### src/hdl/gic_pkg.sv
// Shared types and constants for the grouped integer 2-D convolution unit.
// Used by the controller, the datapath, the top level and the checker.
package gic_pkg;

	// Store and window limits; the port and register widths are sized for these.
	localparam int MAX_CHANNELS = 16;
	localparam int MAX_SIDE     = 64;
	localparam int MAX_KERNEL   = 7;

	localparam logic [1:0] CMD_WEIGHT  = 2'd0;
	localparam logic [1:0] CMD_BIAS    = 2'd1;
	localparam logic [1:0] CMD_PIXEL   = 2'd2;
	localparam logic [1:0] CMD_COMPUTE = 2'd3;

	localparam logic [2:0] REG_IN_CH   = 3'd0;
	localparam logic [2:0] REG_OUT_CH  = 3'd1;
	localparam logic [2:0] REG_GROUPS  = 3'd2;
	localparam logic [2:0] REG_HEIGHT  = 3'd3;
	localparam logic [2:0] REG_WIDTH   = 3'd4;
	localparam logic [2:0] REG_FILTER  = 3'd5;
	localparam logic [2:0] REG_STRIDE  = 3'd6;
	localparam logic [2:0] REG_PADBIAS = 3'd7;

	localparam int CFG_W   = 12;
	localparam int CFG_IDX_W = 3;
	// Signed width of a window row or column position.
	localparam int POS_W   = 11;

	localparam logic [1:0] DIV_OPG = 2'd0;
	localparam logic [1:0] DIV_IPG = 2'd1;
	localparam logic [1:0] DIV_GRP = 2'd2;

	typedef struct packed {
		logic       wr;
		logic       start;
		logic       div_load;
		logic [1:0] div_sel;
		logic       setup_en;
		logic [1:0] setup_step;
		logic       tap_en;
		logic       finish;
	} gic_cmd_t;

	typedef struct packed {
		logic div_busy;
		logic tap_last;
		logic oc_bad;
		logic out_busy;
	} gic_sts_t;

endpackage

### src/hdl/gic_ctrl.sv
// Sequencing state machine of the convolution unit.
// Drives gic_dp through gic_pkg command and status structs.
module gic_ctrl (
	input  logic              clk,
	input  logic              arst_n,
	input  logic              in_valid,
	input  logic [1:0]        command,
	input  gic_pkg::gic_sts_t sts,
	output logic              in_stall,
	output gic_pkg::gic_cmd_t cmd
);

	localparam logic [2:0] ST_IDLE  = 3'd0;
	localparam logic [2:0] ST_CHECK = 3'd1;
	localparam logic [2:0] ST_DIVLD = 3'd2;
	localparam logic [2:0] ST_DIVWT = 3'd3;
	localparam logic [2:0] ST_SETUP = 3'd4;
	localparam logic [2:0] ST_RUN   = 3'd5;
	localparam logic [2:0] ST_DRAIN = 3'd6;
	localparam logic [2:0] ST_FIN   = 3'd7;

	logic [2:0] state_q, state_d;
	logic [1:0] div_idx_q, div_idx_d;
	logic [1:0] step_q, step_d;

	assign in_stall = (state_q != ST_IDLE);

	always_comb begin
		state_d = state_q;
		div_idx_d = div_idx_q;
		step_d = step_q;
		cmd = '0;
		cmd.div_sel = div_idx_q;
		cmd.setup_step = step_q;
		case (state_q)
			ST_IDLE: begin
				if (in_valid) begin
					if (command == gic_pkg::CMD_COMPUTE) begin
						cmd.start = 1'b1;
						state_d = ST_CHECK;
					end else begin
						cmd.wr = 1'b1;
					end
				end
			end
			ST_CHECK: begin
				div_idx_d = gic_pkg::DIV_OPG;
				state_d = sts.oc_bad ? ST_FIN : ST_DIVLD;
			end
			ST_DIVLD: begin
				cmd.div_load = 1'b1;
				state_d = ST_DIVWT;
			end
			ST_DIVWT: begin
				if (!sts.div_busy) begin
					if (div_idx_q == gic_pkg::DIV_GRP) begin
						step_d = 2'd0;
						state_d = ST_SETUP;
					end else begin
						div_idx_d = div_idx_q + 2'd1;
						state_d = ST_DIVLD;
					end
				end
			end
			ST_SETUP: begin
				cmd.setup_en = 1'b1;
				step_d = step_q + 2'd1;
				if (step_q == 2'd2) begin
					state_d = ST_RUN;
				end
			end
			ST_RUN: begin
				cmd.tap_en = 1'b1;
				if (sts.tap_last) begin
					step_d = 2'd0;
					state_d = ST_DRAIN;
				end
			end
			ST_DRAIN: begin
				// The drain states let the last product reach the accumulator.
				step_d = step_q + 2'd1;
				if (step_q == 2'd1) begin
					state_d = ST_FIN;
				end
			end
			ST_FIN: begin
				if (!sts.out_busy) begin
					cmd.finish = 1'b1;
					state_d = ST_IDLE;
				end
			end
			default: begin
				state_d = ST_IDLE;
			end
		endcase
	end

	always_ff @(posedge clk or negedge arst_n) begin
		if (!arst_n) begin
			state_q <= ST_IDLE;
			div_idx_q <= 2'd0;
			step_q <= 2'd0;
		end else begin
			state_q <= state_d;
			div_idx_q <= div_idx_d;
			step_q <= step_d;
		end
	end

endmodule

### config.mk
export PLATFORM = sky130hd
export DESIGN_NAME = gic_ctrl
export DESIGN_NICKNAME = d
export VERILOG_FILES = /design/src/hdl/gic_pkg.sv /design/src/hdl/gic_ctrl.sv
export SDC_FILE = /design/constraint.sdc
export NUM_CORES = 1
export LEC_CHECK = 0
export ABC_AREA = 0
export BUFFER_PORTS_ARGS = -buffer_cell sky130_fd_sc_hd__clkbuf_2
export CORE_AREA = 4 4 41 43
export DETAILED_ROUTE_END_ITERATION = 12
export DIE_AREA = 0 0 45 47
export PLACE_DENSITY = 0.72
export SETUP_SLACK_MARGIN = 0.15
export SKIP_LAST_GASP = 1
export SYNTH_ARGS = -nofsm -noshare
export SYNTH_HDL_FRONTEND = slang
export SYNTH_SLANG_ARGS = --single-unit
### constraint.sdc
create_clock -name clk -period 2.25 [get_ports clk]
set_input_delay 0.3375 -clock clk [delete_from_list [all_inputs] [get_ports clk]]
set_output_delay 0.3375 -clock clk [all_outputs]
set_load 0.01 [all_outputs]
# [Word-level counts from Yosys, hierarchy flattened]
# Cells that the tools add are included.
[totals] register_bits=7 word_cells=59 input_bits=9 out_inout_bits=11
[op_classes] muxes=26 reduce_logical=8 n_addsub=2 n_eq_ne=20
[ops] cell="3-bit 2-to-1 mux" count=9
[ops] cell="3-bit one-hot mux with 8 select lines" count=1
[ops] cell="2-bit inequality test (second input constant)" count=9
[ops] cell="2-bit 2-to-1 mux" count=7
[ops] cell="3-bit == test (second input constant)" count=4
[ops] cell="1-bit 2-to-1 mux" count=7
[ops] cell="7-bit AND reduction" count=1
[ops] cell="2-bit == test (second input constant)" count=3
[ops] cell="3-bit by 2-bit == test with 1-bit output (second input constant)" count=2
[ops] cell="2-bit one-hot mux with 3 select lines" count=1
[ops] cell="3-bit nonzero test" count=2
[ops] cell="2-bit by 1-bit adder with 2-bit output (second input constant)" count=2
[ops] cell="2-bit one-hot mux with 2 select lines" count=1
[ops] cell="4-bit AND reduction" count=1
[ops] cell="3-bit by 1-bit == test with 1-bit output (second input constant)" count=1
[ops] cell="3-bit logical NOT" count=1
[ops] cell="3-bit AND reduction" count=1
[ops] cell="2-bit by 1-bit == test with 1-bit output (second input constant)" count=1
[ops] cell="2-bit nonzero test" count=1
[ops] cell="2-bit OR reduction" count=1

# [Depth between registers and ports, before layout]
[depth] depth_word=4 mapped_depth=6 ltp_nobuf=6

# [Worst setup path after synthesis]
# OpenSTA, ideal clock, no wires.
[synth_path] kind="register to register" startpoint="register step_q[0]" endpoint="register state_q[2]" setup_time_ps=128 period_less_slack_ps=1599 stages_incl_launch_ff=7 n_path_buf=0 setup_slack_ps=651 required_time_ps=2122 arrival_ps=1471 path_cell_list="dfrtp_1 > inv_1 > ha_1 > mux2_1 > o211ai_2 > a21oi_1 > mux2_1"
[synth_via] elab_chain_len=3 word_cells_on_any_way=5
[synth_rtl] element="start: declaration" line_no="gic_ctrl.sv:24" text="logic [1:0] step_q, step_d;"
[synth_rtl] element="start signal: assignment" line_no="gic_ctrl.sv:106" text="step_q <= step_d;"
[synth_rtl] element="2-bit by 1-bit == test with 1-bit output / 2-bit == test (equally long branches)" line_no="gic_ctrl.sv:82, gic_ctrl.sv:68"
[synth_rtl] element="2-bit inequality test (no source line)"
[synth_rtl] element="7-bit AND reduction (no source line) *"
[synth_rtl] element="end signal: assignment" line_no="gic_ctrl.sv:104" text="state_q <= state_d;"
[synth_rtl] element="end: declaration" line_no="gic_ctrl.sv:22" text="logic [2:0] state_q, state_d;"
# Mark *: on every way between the ends. The rest lies on a longest branch, timed or not.
# A chain may end at the register's enable or synchronous reset.

==> metrics.yaml <==
critPathRequiredTime_ps: 1910
cts_tree: "yes"
grt_max_degree: 21
r2r_end: "state_q[2]"
yosys.area_share.adder_pct: 6.33
dr.pass1.iters: 4
clockBufferDepth: 2
min_path_cells: 3
hpwl_mm: 1.00
slew_violations: 0
synth_compound_area_share_pct: 26.8
antenna_found_initial: 0
regToRegSetupSlack_ps: 550
synthSimpleGateAreaFrac_pct: 20.7
final_layout_size_suffix_gt1_share_pct: 33.0
grt_pass1_wl_mm: 2.08
synth.most_common_cell: "inv_1"
grt_usage_pct: 13.5
cts_inserted_buffers: 3
root_buffer: "clkbuf_4"
period_minus_slack_ps: 1910
syn_area_um2: 593
viasPerCell: 5.35
cts_setup_buffers: 0
seqPwrFrac_pct: 34.2
num_io_pins: 20
htreeDepth: 1
wire_per_inst_um: 12.6
clock_skew_ps: 7.03
power_switching_mw: 0.480
clk_pin_slew_ps: 50
swShare_pct: 47.4
avgSynthCellArea_um2: 8.72
synth-seq-cells: 7
ys.warnings.count: 0
ant_nets: 0
clock.fmax_mhz: 523
final-hold-violation-count: 0
die_x_um: 45
die_area_mm2: 0.00212
synth_top_family_by_area: "compound AO/OA/AOI/OAI gates"
synth_top_cell_by_area: "dfrtp_1"
clkLatencyLatePin_ps: 250
power_mw: 1.01
ys.flop_type: "dfrtp_1"
netlist.area_leader.share_pct: 29.5
hp-start: "sts[1]"
io_buffers: 19
grt_pass1_vias: 470
core_mm2: 0.00130
leakage_nw: 0.350
place.gp.congestion: 0.765
maxSlewHeadroom_pct: 57.8
clkSinkCount: 7
final.period_utilization_pct: 84.9
worstMarginPinSlew_ps: 634
peakVddDrop_mv: 0.680
setup_tns_ps: 0
num_vias: 551
ys_top_cells_by_count: "inv_1 (8), dfrtp_1 (7), nor2_1 (7), o21ai_0 (7)"
setup_viol: 0
synthMuxAreaShare_pct: 5.70
syn_nets: 80
hp-class: "in -> reg"
drt_iter0_drc: 10
critPathLaunchType: "flop"
power_frac_comb_pct: 54.6
r2r-start: "state_q[1]"
end_kind: "primary output"
synthTopCellsByArea: "dfrtp_1 (30%), ha_1 (6.3%), o21ai_0 (5.9%)"
power_density_mw_per_mm2: 1430
ys_types: 29
whs_ps: 427
internal_power_mw: 0.532
grt_setup_unrepaired: "no"
rows: 13
overflow: 0
status: "complete, no violations"
wl_mm: 1.30
worstPathArrival_ps: 1570
die_height_um: 47
synthArstFlopShare_pct: 100
cts_hold_buf: 1
fillers: 142
worstHoldEndpoint: "state_q[0]"
crit_type: "reg -> out"
ys_seq_area_share_pct: 29.5
nets: 101
r2r_cells: 4
syn_inst: 68
worst-path-max-fanout: 20
antenna_cells: 0
synth-edff-count: 0
synth_xor_xnor_area_share_pct: 0
ctsResizeCount: 0
area_growth_pct: 19.4
maxCapViolCount: 0
drc: 0
start_util_pct: 45.6
pwr-share-clk_pct: 11.2
critical path, stage by stage, from the launching register on:
cell,delay [ps]
dfrtp_1,610
nor3_2,350
nand2_1,100
nor2_1,120
clkbuf_2,140
how the worst max path moves through the flow:
stage	from	end	slack, ps	cells after the start
4_1_cts	state_q[1]	cmd[8]	340	4
2_1_floorplan	step_q[0]	state_q[2]	650	6
6_report	state_q[1]	cmd[8]	340	4
3_5_place_dp	state_q[2]	state_q[2]	590	4
3_3_place_gp	state_q[2]	state_q[2]	580	4
5_1_grt	state_q[1]	cmd[8]	210	4
area by class of cell:
type                       count  area (µm²)  share of cell area, %
multi-input combinational     49         353                   49.8
sequential                     7         175                   24.7
clock buffer                   4        26.3                   3.71
timing repair buffer          20         105                   14.8
tap                           15        18.8                   2.65
inverter                       8        30.0                   4.24
stage by stage:
stage / setup WS [ps] / cell area, µm² / utilization [%] / instances
after floorplan: 651 / 593 / - / 68
after global placement: 581 / 672 / 51.6 / 98
after detailed placement: 589 / 672 / 51.6 / 98
after CTS: 342 / 708 / 54.4 / 103
after global routing: 211 / 708 / 54.4 / 103
final: 340 / 708 / 54.4 / 103
layout by cell type, fill, tap and decap left out:
cell type      instances
and3_1                 1
clkbuf_4               3
dlygate4sd3_1          1
or3_1                  2
nor3_2                 1
o21ai_0                7
or2b_1                 1
a211oi_1               1
a22o_1                 2
nor2_1                 7
nand2b_2               1
o211ai_2               2
nand3b_1               1
a32oi_1                2
nand3_2                1
nand3b_2               1
a21oi_1                2
clkbuf_1               1
mux2_1                 3
ha_1                   3
inv_1                  8
a21o_1                 1
o2bb2ai_2              1
nand2b_1               1
o21ai_1                3
dfrtp_1                7
o2bb2ai_1              1
nand2_1                3
clkbuf_2              19
nor3_1                 1
power by group through the flow:
stage | sequential, mW | combinational (mW) | clock (mW)
after floorplan | 0.266 | 0.514 | 0
after global placement | 0.341 | 0.547 | 0
after detailed placement | 0.347 | 0.551 | 0
after CTS | 0.343 | 0.558 | 0.117
after global routing | 0.362 | 0.629 | 0.126
final | 0.346 | 0.553 | 0.113
state kept, by name, summed over array words and instances, names as in the netlist:
| name | count |
|---|---|
| step_q | 2 |
| state_q | 3 |
| div_idx_q | 2 |
per-layer routing:
metal	track usage, %	share of wire (%)	wire (µm)
met1	16.9	45	582
met2	22.3	49	629
met3	2.30	5.6	73
met4	7.02	0.77	10
met5	0	0	0
cells by family after synthesis:
group | count (synthesis)
adders and majority gates | 3
DFF | 7
muxes | 3
and+or+nand+nor | 21
buffers and inverters | 12
AOI/OAI and AO/OA | 22
Note: power is estimated with default switching activity, not from simulation.
